`src/rtl/three_axis_pid_drone_command_macros.svh`:
```
// Assertion helpers for the RTL files.
`ifndef THREE_AXIS_PID_DRONE_COMMAND_MACROS_SVH
`define THREE_AXIS_PID_DRONE_COMMAND_MACROS_SVH

// Same-cycle implication, off while reset is asserted.
`define TAPDC_ASSERT_IMP(label, clk, rst_n, ante, cons, msg) \
	label: assert property (@(posedge clk) disable iff (!rst_n) (ante) |-> (cons)) \
		else $error(msg);

// Next-cycle implication, off while reset is asserted.
`define TAPDC_ASSERT_NXT(label, clk, rst_n, ante, cons, msg) \
	label: assert property (@(posedge clk) disable iff (!rst_n) (ante) |=> (cons)) \
		else $error(msg);

`endif

```
`src/rtl/tapdc_pkg.sv`:
```
package tapdc_pkg;

	localparam int CMD_W       = 11;
	localparam int PERIOD_FRAC = 8;
	localparam int OPA_W       = 33;
	localparam int OPB_W       = 17;
	localparam int PROD_W      = OPA_W + OPB_W;

	localparam int CMD_CENTER = 1500;
	localparam int CMD_MIN    = 1000;
	localparam int CMD_MAX    = 2000;

	localparam logic [15:0] INV_RESET = 16'd7758;

	// configuration register indexes
	localparam logic [1:0] REG_PITCH_GAINS    = 2'd0;
	localparam logic [1:0] REG_ROLL_GAINS     = 2'd1;
	localparam logic [1:0] REG_THROTTLE_GAINS = 2'd2;
	localparam logic [1:0] REG_INV_TIME       = 2'd3;

	typedef logic signed [31:0]       fx_t;
	typedef logic [47:0]              gains_t;
	typedef logic [CMD_W-1:0]         cmd_t;
	typedef logic signed [OPA_W-1:0]  opa_t;
	typedef logic signed [OPB_W-1:0]  opb_t;
	typedef logic signed [PROD_W-1:0] prod_t;

	// floor-shift a difference*period product and saturate to 32 bits
	function automatic fx_t sat_rate(input prod_t p);
		prod_t s;
		s = p >>> PERIOD_FRAC;
		if (s[PROD_W-1:31] == '0 || s[PROD_W-1:31] == '1)
			return s[31:0];
		else if (s[PROD_W-1])
			return 32'sh8000_0000;
		else
			return 32'sh7fff_ffff;
	endfunction

endpackage

```
`src/rtl/three_axis_pid_drone_command.sv`:
```
// Channel | Beat content                                   | Handshake
// --------+------------------------------------------------+---------------------------
// in      | offset_x, offset_y, offset_z (Q16.16)          | in_valid / in_ready
// out     | pitch/roll/throttle_cmd, rate_x/y/z            | out_valid / out_ready
// cfg     | cfg_index, cfg_wdata (gains, 1/dt)             | cfg_wr_en, no wait
//
// Each input beat is worked through the three axes in turn and then published; the
// next beat is taken only once the sequencer is back in idle. The work is set by the
// single 33x17 multiplier that serves all fifteen products in turn.
// in_ready is high only while the sequencer is idle; a finished result waits in the
// output register, so a new beat may be taken while the previous one is unclaimed.
// A stalled output holds the sequencer at its final step until the slot frees up.
// Reset clears the sequencer, the valid flag, the history flag and the gain registers, and loads 1/dt with INV_RESET.
`include "three_axis_pid_drone_command_macros.svh"

module three_axis_pid_drone_command
	import tapdc_pkg::*;
#(
	parameter int FRAC_BITS = 16
) (
	input  logic        clk,
	input  logic        arst_n,
	input  logic        in_valid,
	output logic        in_ready,
	input  fx_t         offset_x,
	input  fx_t         offset_y,
	input  fx_t         offset_z,
	output logic        out_valid,
	input  logic        out_ready,
	output cmd_t        pitch_cmd,
	output cmd_t        roll_cmd,
	output cmd_t        throttle_cmd,
	output fx_t         rate_x,
	output fx_t         rate_y,
	output fx_t         rate_z,
	input  logic        cfg_wr_en,
	input  logic [1:0]  cfg_index,
	input  logic [47:0] cfg_wdata
);

	// total shift from the gain products back to whole pulse units
	localparam int SH    = FRAC_BITS + PERIOD_FRAC;
	localparam int ACC_W = ((CMD_W + 1 + SH) > 48 ? (CMD_W + 1 + SH) : 48) + 3;
	localparam logic signed [ACC_W-1:0] CENTER_FX = $signed(ACC_W'(CMD_CENTER)) <<< SH;

	// sequencer states
	localparam logic [1:0] ST_IDLE = 2'd0;
	localparam logic [1:0] ST_RUN  = 2'd1;
	localparam logic [1:0] ST_DONE = 2'd2;

	// steps within one axis; operands pass the operand registers, then the product register, before a step uses the result
	localparam logic [3:0] SP_LOAD_DPOS  = 4'd0;
	localparam logic [3:0] SP_RATE       = 4'd2;
	localparam logic [3:0] SP_LOAD_DRATE = 4'd3;
	localparam logic [3:0] SP_ACCEL      = 4'd5;
	localparam logic [3:0] SP_LOAD_KI    = 4'd6;
	localparam logic [3:0] SP_SUM_KP     = 4'd7;
	localparam logic [3:0] SP_SUM_KI     = 4'd8;
	localparam logic [3:0] SP_SUM_KD     = 4'd9;
	localparam logic [3:0] SP_CLAMP      = 4'd10;

	localparam logic [1:0] AXIS_LAST = 2'd2;

	// configuration
	gains_t      gains_q [3];
	logic [15:0] inv_q;

	// sequencer
	logic [1:0]  state_q;
	logic [1:0]  axis_q;
	logic [3:0]  step_q;
	logic        primed_q;

	// working data
	fx_t         pos_q      [3];
	fx_t         last_pos_q [3];
	fx_t         last_rate_q[3];
	cmd_t        cmd_w_q    [3];
	fx_t         rate_q;
	fx_t         accel_q;
	opa_t        opa_q;
	opb_t        opb_q;
	prod_t       prod_q;
	logic signed [ACC_W-1:0] sum_q;

	// output slot
	logic        out_valid_q;
	cmd_t        pitch_q, roll_q, throttle_q;
	fx_t         rate_x_q, rate_y_q, rate_z_q;

	gains_t      gsel;
	opb_t        kp, ki, kd;
	fx_t         pos_cur;
	fx_t         neg_z;
	cmd_t        cmd_next;
	logic signed [ACC_W-1:0] sum_shift;

	assign gsel    = gains_q[axis_q];
	assign kp      = {gsel[15], gsel[15:0]};
	assign ki      = {gsel[31], gsel[31:16]};
	assign kd      = {gsel[47], gsel[47:32]};
	assign pos_cur = pos_q[axis_q];
	// negating the most negative z saturates
	assign neg_z   = (offset_z == 32'sh8000_0000) ? 32'sh7fff_ffff : -offset_z;

	// clamp the weighted sum to the pulse range
	assign sum_shift = sum_q >>> SH;
	always_comb begin
		if (sum_q[ACC_W-1])
			cmd_next = cmd_t'(CMD_MIN);
		else if (sum_shift < ACC_W'(CMD_MIN))
			cmd_next = cmd_t'(CMD_MIN);
		else if (sum_shift > ACC_W'(CMD_MAX))
			cmd_next = cmd_t'(CMD_MAX);
		else
			cmd_next = sum_shift[CMD_W-1:0];
	end

	// shared multiplier, registered every cycle
	always_ff @(posedge clk) begin
		prod_q <= opa_q * opb_q;
	end

	// configuration writes
	always_ff @(posedge clk or negedge arst_n) begin
		if (!arst_n) begin
			gains_q[0] <= '0;
			gains_q[1] <= '0;
			gains_q[2] <= '0;
			inv_q      <= INV_RESET;
		end else if (cfg_wr_en) begin
			unique case (cfg_index)
				REG_PITCH_GAINS:    gains_q[0] <= cfg_wdata;
				REG_ROLL_GAINS:     gains_q[1] <= cfg_wdata;
				REG_THROTTLE_GAINS: gains_q[2] <= cfg_wdata;
				REG_INV_TIME:       inv_q      <= cfg_wdata[15:0];
				default: ;
			endcase
		end
	end

	// sequencer and control
	always_ff @(posedge clk or negedge arst_n) begin
		if (!arst_n) begin
			state_q     <= ST_IDLE;
			axis_q      <= '0;
			step_q      <= '0;
			primed_q    <= 1'b0;
			out_valid_q <= 1'b0;
		end else begin
			// drop the result once taken; a publish below overrides
			if (out_valid_q && out_ready)
				out_valid_q <= 1'b0;
			unique case (state_q)
				ST_IDLE: begin
					if (in_valid) begin
						state_q <= ST_RUN;
						axis_q  <= '0;
						step_q  <= SP_LOAD_DPOS;
					end
				end
				ST_RUN: begin
					if (step_q == SP_CLAMP) begin
						step_q <= SP_LOAD_DPOS;
						if (axis_q == AXIS_LAST) begin
							axis_q   <= '0;
							state_q  <= ST_DONE;
							primed_q <= 1'b1;
						end else begin
							axis_q <= axis_q + 2'd1;
						end
					end else begin
						step_q <= step_q + 4'd1;
					end
				end
				ST_DONE: begin
					// publish once the output slot is free
					if (!out_valid_q || out_ready) begin
						out_valid_q <= 1'b1;
						state_q     <= ST_IDLE;
					end
				end
				default: state_q <= ST_IDLE;
			endcase
		end
	end

	// datapath
	always_ff @(posedge clk) begin
		if (state_q == ST_IDLE && in_valid) begin
			pos_q[0] <= offset_x;
			pos_q[1] <= offset_y;
			pos_q[2] <= neg_z;
		end
		if (state_q == ST_RUN) begin
			case (step_q)
				SP_LOAD_DPOS: begin
					opa_q <= {pos_cur[31], pos_cur} - {last_pos_q[axis_q][31], last_pos_q[axis_q]};
					opb_q <= {1'b0, inv_q};
				end
				SP_RATE: begin
					rate_q <= primed_q ? sat_rate(prod_q) : '0;
				end
				SP_LOAD_DRATE: begin
					opa_q <= {rate_q[31], rate_q}
						- {last_rate_q[axis_q][31], last_rate_q[axis_q]};
					opb_q <= {1'b0, inv_q};
					last_rate_q[axis_q] <= rate_q;
					last_pos_q[axis_q]  <= pos_cur;
				end
				SP_ACCEL: begin
					accel_q <= primed_q ? sat_rate(prod_q) : '0;
					opa_q   <= {rate_q[31], rate_q};
					opb_q   <= kp;
				end
				SP_LOAD_KI: begin
					opa_q <= {pos_cur[31], pos_cur};
					opb_q <= ki;
				end
				SP_SUM_KP: begin
					sum_q <= CENTER_FX + ACC_W'(prod_q);
					opa_q <= {accel_q[31], accel_q};
					opb_q <= kd;
				end
				SP_SUM_KI: sum_q <= sum_q + ACC_W'(prod_q);
				SP_SUM_KD: sum_q <= sum_q + ACC_W'(prod_q);
				SP_CLAMP:  cmd_w_q[axis_q] <= cmd_next;
				default: ;
			endcase
		end
		if (state_q == ST_DONE && (!out_valid_q || out_ready)) begin
			pitch_q    <= cmd_w_q[0];
			roll_q     <= cmd_w_q[1];
			throttle_q <= cmd_w_q[2];
			rate_x_q   <= last_rate_q[0];
			rate_y_q   <= last_rate_q[1];
			rate_z_q   <= last_rate_q[2];
		end
	end

	assign in_ready     = (state_q == ST_IDLE);
	assign out_valid    = out_valid_q;
	assign pitch_cmd    = pitch_q;
	assign roll_cmd     = roll_q;
	assign throttle_cmd = throttle_q;
	assign rate_x       = rate_x_q;
	assign rate_y       = rate_y_q;
	assign rate_z       = rate_z_q;

	`TAPDC_ASSERT_NXT(a_accept_starts_run, clk, arst_n, in_valid && in_ready,
		state_q == ST_RUN && axis_q == 2'd0 && step_q == SP_LOAD_DPOS,
		"accepted beat did not start the sequencer at the first step")
	`TAPDC_ASSERT_IMP(a_step_bound, clk, arst_n, state_q == ST_RUN,
		step_q <= SP_CLAMP && axis_q <= AXIS_LAST, "sequencer step or axis out of range")
	`TAPDC_ASSERT_IMP(a_done_primed, clk, arst_n, state_q == ST_DONE, primed_q,
		"history not marked after a finished item")
	`TAPDC_ASSERT_IMP(a_cmd_range, clk, arst_n, out_valid,
		pitch_cmd >= 11'd1000 && pitch_cmd <= 11'd2000
		&& roll_cmd >= 11'd1000 && roll_cmd <= 11'd2000
		&& throttle_cmd >= 11'd1000 && throttle_cmd <= 11'd2000,
		"command outside the pulse range")

endmodule
```
`config.mk`:
```
export PLATFORM = sky130hd
export DESIGN_NAME = three_axis_pid_drone_command
export DESIGN_NICKNAME = d
export VERILOG_FILES = /design/src/rtl/tapdc_pkg.sv /design/src/rtl/three_axis_pid_drone_command.sv
export VERILOG_INCLUDE_DIRS = /design/src /design/src/rtl
export SDC_FILE = /design/constraint.sdc
export NUM_CORES = 2
export LEC_CHECK = 0
export BUFFER_PORTS_ARGS = -buffer_cell sky130_fd_sc_hd__buf_4
export CAP_MARGIN = 10
export CORE_MARGIN = 4
export CORE_UTILIZATION = 55
export CTS_CLUSTER_SIZE = 40
export DETAILED_ROUTE_END_ITERATION = 16
export PLACE_DENSITY = 0.78
export SKIP_LAST_GASP = 1
export SYNTH_ARGS = -nofsm -noshare
export SYNTH_HDL_FRONTEND = slang
export SYNTH_SLANG_ARGS = --single-unit
```
`constraint.sdc`:
```
create_clock -name clk -period 10.1 [get_ports clk]
set_clock_uncertainty 0.05 [all_clocks]
set_input_delay 0 -clock clk [delete_from_list [all_inputs] [get_ports clk]]
set_output_delay 0 -clock clk [all_outputs]
set_load 0.05 [all_outputs]
```
### Word level (Yosys, flattened, before mapping)

Memory sizes are Yosys's and may differ from the RTL's. A register that Yosys moved wholly into a read port is not among the register bits.
Cells that the tools add are included.

| word-level totals | value |
|---|---|
| flip-flop bits (word level) | 385 |
| bits in latches | 0 |
| RAM bits | 321 |
| bits in read-only memories | 0 |
| input port bits | 151 |
| output and inout bits | 131 |
| logic and storage cells | 116 |
| memories kept | 4 |

Memory list:

| memory | words | bits a word | rd ports | clocked after Yosys merged registers in | write ports | line | text |
|---|---|---|---|---|---|---|---|
| last_pos_q | 3 | 32 | 1 | 0 | 1 | three_axis_pid_drone_command.sv:76 | `fx_t last_pos_q [3];` |
| last_rate_q | 3 | 32 | 4 | 3 | 1 | three_axis_pid_drone_command.sv:77 | `fx_t last_rate_q[3];` |
| pos_q | 3 | 32 | 1 | 0 | 3 | three_axis_pid_drone_command.sv:75 | `fx_t pos_q [3];` |
| cmd_w_q | 3 | 11 | 3 | 3 | 1 | three_axis_pid_drone_command.sv:78 | `cmd_t cmd_w_q [3];` |

| cells by class | value |
|---|---|
| add/sub/neg operators | 7 |
| multiply operators | 1 |
| divide/modulo/power cells | 0 |
| $lt $le $gt $ge | 3 |
| equal/unequal tests | 20 |
| shift operators | 0 |
| multiplexer cells | 36 |
| bitwise logic cells | 1 |
| reduce and logical (&&, ||, !) cells | 29 |

Operators with widths:

| operator | number |
|---|---|
| 33-bit case mux with 5 select lines | 1 |
| 32-bit two-way mux | 4 |
| 51-bit case mux with 2 select lines | 1 |
| 48-bit binary-select mux with 2-bit select | 1 |
| 48-bit two-way mux | 2 |
| 17-bit case mux with 4 select lines | 1 |
| 32-bit by 32-bit subtractor with 33-bit output | 2 |
| 36-bit by 50-bit adder with 51-bit output (first input constant) | 1 |
| 51-bit by 50-bit adder with 51-bit output | 1 |
| 33-bit by 17-bit multiplier with 50-bit output | 1 |
| 11-bit two-way mux | 3 |
| 32-bit == test (second input constant) | 1 |
| 32-bit negation | 1 |
| 27-bit by 12-bit greater-than comparator with 1-bit output (second input constant) | 1 |
| 27-bit by 11-bit less-than comparator with 1-bit output (second input constant) | 1 |
| 2-bit AND reduction | 10 |
| 19-bit == test (second input constant) | 1 |
| 19-bit logical NOT | 1 |
| 2-bit two-way mux | 7 |
| 4-bit by 3-bit == test with 1-bit output (second input constant) | 3 |
| 4-bit == test (second input constant) | 3 |
| 1-bit two-way mux | 11 |
| 2-bit == test (second input constant) | 4 |
| 4-bit by 2-bit == test with 1-bit output (second input constant) | 2 |
| other kinds (22) | 33 |

### Logic depth before layout (Yosys ltp)

| logic depth | value |
|---|---|
| word-level depth | 5 |
| depth in mapped cells | 26 |
| gate-level depth less buffers | 24 |

### Least setup slack after synthesis

Ideal clock, no wire load.

| path | value |
|---|---|
| path type | flip-flop to flip-flop |
| start | register axis_q[0] |
| end | memory last_pos_q[0][0] in the netlist's numbering, enable pin |
| setup time | 0.644 ns |
| arrival | 7.731 ns |
| required time | 9.406 ns |
| path slack | 1.675 ns |
| stages on the path, launching flop included | 8 |
| path buffers | 6 |
| period minus slack after synthesis | 8.425 ns |
| path through | dfrtp_1 buf_2 buf_2 buf_2 buf_2 clkbuf_1 buf_1 nor4_1 |

RTL lines:

| item | line | text |
|---|---|---|
| from (decl) | three_axis_pid_drone_command.sv:70 | `logic [1:0] axis_q;` |
| from (signal assigned) | three_axis_pid_drone_command.sv:170 | `axis_q <= axis_q + 2'd1;` |
| to (decl) | three_axis_pid_drone_command.sv:76 |  |

Straight into the memory's write port.

### Worst setup path in the final report

| path | value |
|---|---|
| start | register opb_q[16] |
| end | register prod_q[46] |

| between the ends | value |
|---|---|
| longest elaborated chain between the ends | 1 |

Ends and longest elaborated chain:

| item | line | text |
|---|---|---|
| from (decl) | three_axis_pid_drone_command.sv:82 | `opb_t opb_q;` |
| from (signal assigned) | three_axis_pid_drone_command.sv:199 | `opb_q <= {1'b0, inv_q};` |
| from (signal assigned) | three_axis_pid_drone_command.sv:207 | `opb_q <= {1'b0, inv_q};` |
| from (signal assigned) | three_axis_pid_drone_command.sv:214 | `opb_q <= kp;` |
| 33-bit by 17-bit multiplier with 50-bit output | three_axis_pid_drone_command.sv:121 | `prod_q <= opa_q * opb_q;` |
| to (signal assigned) | three_axis_pid_drone_command.sv:121 |  |
| to (decl) | three_axis_pid_drone_command.sv:83 | `prod_t prod_q;` |

No other way between the ends.
A chain may end at the register's enable or synchronous reset.

==> run summary <==
hold depth - 3
Top Family by Delay on Critical Path - adder cells
WL/cell - 23.5 um
status - completed
Die Area - 112,000 um2
Final Max Slew Viols - 0
Critical Path Slowest Stage Cell - clkinv_1
slowest stage delay, CP - 0.90 ns
cell mode on critical path - fa_1
clock sinks - 867
cell count after synthesis - 5,118
initial antenna violation count - 3
Worst Reg-to-Reg Cells - 21
critical path required time - 10.63 ns
DR vias - 42,300
WL final - 166 mm
Ports - 282
synthesized net count - 6,041
Num CTS Buffers - 90
Tcrit/Tclk final - 0.783
CTS tree - done
Critical Path Start Type - register
Syn. warnings - 0
Netlist cell types - 89
endpoint type of the worst setup path - register
WP buf/inv - 3
Vias/cell - 5.99
Worst-Margin Slew - 1.29 ns
row count - 119
Slew headroom - 0.141
Post-synth top flop - edfxtp_1
RSZ-0062 raised after global routing - no
multi-input combinational cell area - 30,900 um2
number of flops mapped to enable cells by yosys - 647
CP arrival - 8.44 ns
drt pass-1 iters - 8
GRT Residual Overflow - 0
gr usage total - 0.299
clock slew at reported path FFs - 0.06 ns
CP Cell Sequence - clkinv_1 -> nor2_1 -> fa_1 -> fa_1 -> fa_1 -> fa_1 -> fa_1 -> inv_1 -> fa_1 -> inv_1 -> ha_1 -> and3_1 -> and2_1 -> a221oi_1 -> a31oi_1 -> nor2_1 -> o31ai_1 -> nand2_1 -> nor2_1 -> o41ai_1 -> xnor2_1
Die Height - 334 um
pin count of the biggest net entering global routing - 142
worst-path maximum fanout - 27
Tmin final - 7.91 ns
1st-iter DRT viols - 4,462
Mean Syn Cell Area - 11.4 um2
first-pass GRT wire length - 258 mm
Post-Syn Area - 58,600 um2
Root Driver - clkbuf_16
detailed placer's ending HPWL - 113 mm
HP Class - primary input to register
Post-synth ARST share - 0.196
starting density of the core - 0.555
Seq/Total Area, Yosys - 0.421
Endpoint, Worst Hold - gains_q[75]
Port Buffers - 281
HP Start - cfg_wdata[27]
Gates resized, CTS repair - 0
FF/Latch Area - 24,700 um2
FF+latch count, synth - 867
r2r startpoint - opb_q[16]
drc violations - 0
fillcell total - 7,551
critical path class - register to register
setup bufs post-CTS - 0
die width - 334 um
Area Growth Syn to Fin - 15.7%
Reg2Reg Setup Slack - 2.19 ns
total negative slack - 0 ns
core area - 106,000 um2
final hold vios - 0
max frequency - 126 MHz
Final Setup Violations - 0
Nets - 6,519
post-route ant nets - 0
layout cells sized above 1 - 0.136
Hold Buf Count CTS - 244
CTS H-tree depth - 3
vias in the first global route - 44,300
CTS max path bufs - 3
Worst R2R End - prod_q[46]
routability cong. - 0.971
latest clock arrival within the worst-skew pair - 0.70 ns
max-cap violations - 0
cells in the final DEF (no fill, tap or decap), types with 188 or more instances in the layout:
cell / Yosys / final
edfxtp_1: 647 / 647
inv_1: 610 / 610
fa_1: 539 / 539
nand2_1: 532 / 532
buf_4: 0 / 361
and2_1: 255 / 254
dlygate4sd3_1: 0 / 243
a21oi_1: 238 / 237
nor2_1: 241 / 236
ha_1: 233 / 233
mux2_2: 189 / 189
o21ai_0: 188 / 188
layer usage:
layer / vias up / track usage / share of wire
li1: 18400 / - / -
met1: 21100 / 0.388 / 0.38
met2: 2365 / 0.484 / 0.47
met3: 454 / 0.0624 / 0.098
met4: 2 / 0.147 / 0.056
met5: - / 0 / 0.000078
flip-flops by register name, summed over array words and instances (netlist names), 16 cells and up:
name,flops
opb_q,17
rate_y,32
pos_q,96
rate_x,32
prod_q,50
cmd_w_q,33
last_rate_q,128
rate_q,32
inv_q,16
gains_q,144
accel_q,32
opa_q,33
sum_q,51
last_pos_q,96
rate_z,32
tightest hold or removal path: stages:
cell	delay [ns]
dlygate4sd3_1	0.52
buf_4	0.12
mux2_2	0.14
worst max-delay path by stage:
stage	from	to	slack, ns	cells past startpoint
floorplan	axis_q[0]	last_pos_q[0][0]	1.68	7
global placement	opb_q[16]	prod_q[46]	2.69	21
detailed placement	opb_q[16]	prod_q[46]	2.46	21
CTS	opb_q[16]	prod_q[46]	2.41	21
global route	opb_q[16]	prod_q[42]	1.79	21
finish	opb_q[16]	prod_q[46]	2.19	21
kinds of logic (layout without fill, tap and decap cells):
family                     after synthesis  in the layout  share of synthesized area
AOI/OAI and AO/OA                      830            830                     0.0905
adders and majority gates              772            772                      0.234
buffers and inverters                  835           1384                     0.0538
xor gates and xnor gates               183            183                     0.0274
muxes                                  339            339                     0.0688
other                                    0              3                          0
DFF                                    867            867                      0.421
and+or+nand+nor                       1292           1292                      0.104
stage by stage:
stage | util | cells | worst slack (ns) | hold slack [ns] | cell area, um2
3_5_place_dp | 0.591 | 6650 | 2.46 | 0.0503 | 62400
6_report | 0.642 | 7061 | 2.19 | 0.0778 | 67800
3_3_place_gp | 0.591 | 6650 | 2.69 | 0.0510 | 62400
4_1_cts | 0.642 | 7057 | 2.41 | 0.0278 | 67800
5_1_grt | 0.642 | 7061 | 1.79 | 0.0794 | 67800
2_1_floorplan | - | 5118 | 1.68 | -0.346 | 58600
area by class of cell:
class / count / area share
clock inverters: 41 / 0.00661
repair buffers: 609 / 0.0772
flip-flops and latches: 867 / 0.364
clock buffers: 122 / 0.0368
diodes: 3 / 0.000111
multi-input cells: 3416 / 0.455
well taps: 1391 / 0.0257
inverters: 612 / 0.0339
cells in the mapped netlist, types with 34 or more instances:
cell / n / area [um2]
o21a_1: 65 / 488
edfxtp_1: 647 / 19400
nand2b_1: 39 / 244
nor3_1: 38 / 190
xnor2_1: 108 / 946
a21o_1: 89 / 668
xor2_1: 75 / 657
o21ai_0: 188 / 941
fa_1: 539 / 10800
nor2_1: 241 / 905
dfrtp_1: 162 / 4050
nand3_1: 46 / 230
nand2_1: 532 / 2000
clkbuf_1: 184 / 691
a21oi_1: 238 / 1190
dfxtp_1: 50 / 1000
inv_1: 610 / 2290
and2_1: 255 / 1600
ha_1: 233 / 2920
mux2_2: 189 / 2130
a22oi_1: 34 / 255
mux2i_1: 118 / 1180
Power is left out: the tool's default activity adds up to more than one toggle a clock period on the data nets, which glitch-free logic cannot reach.
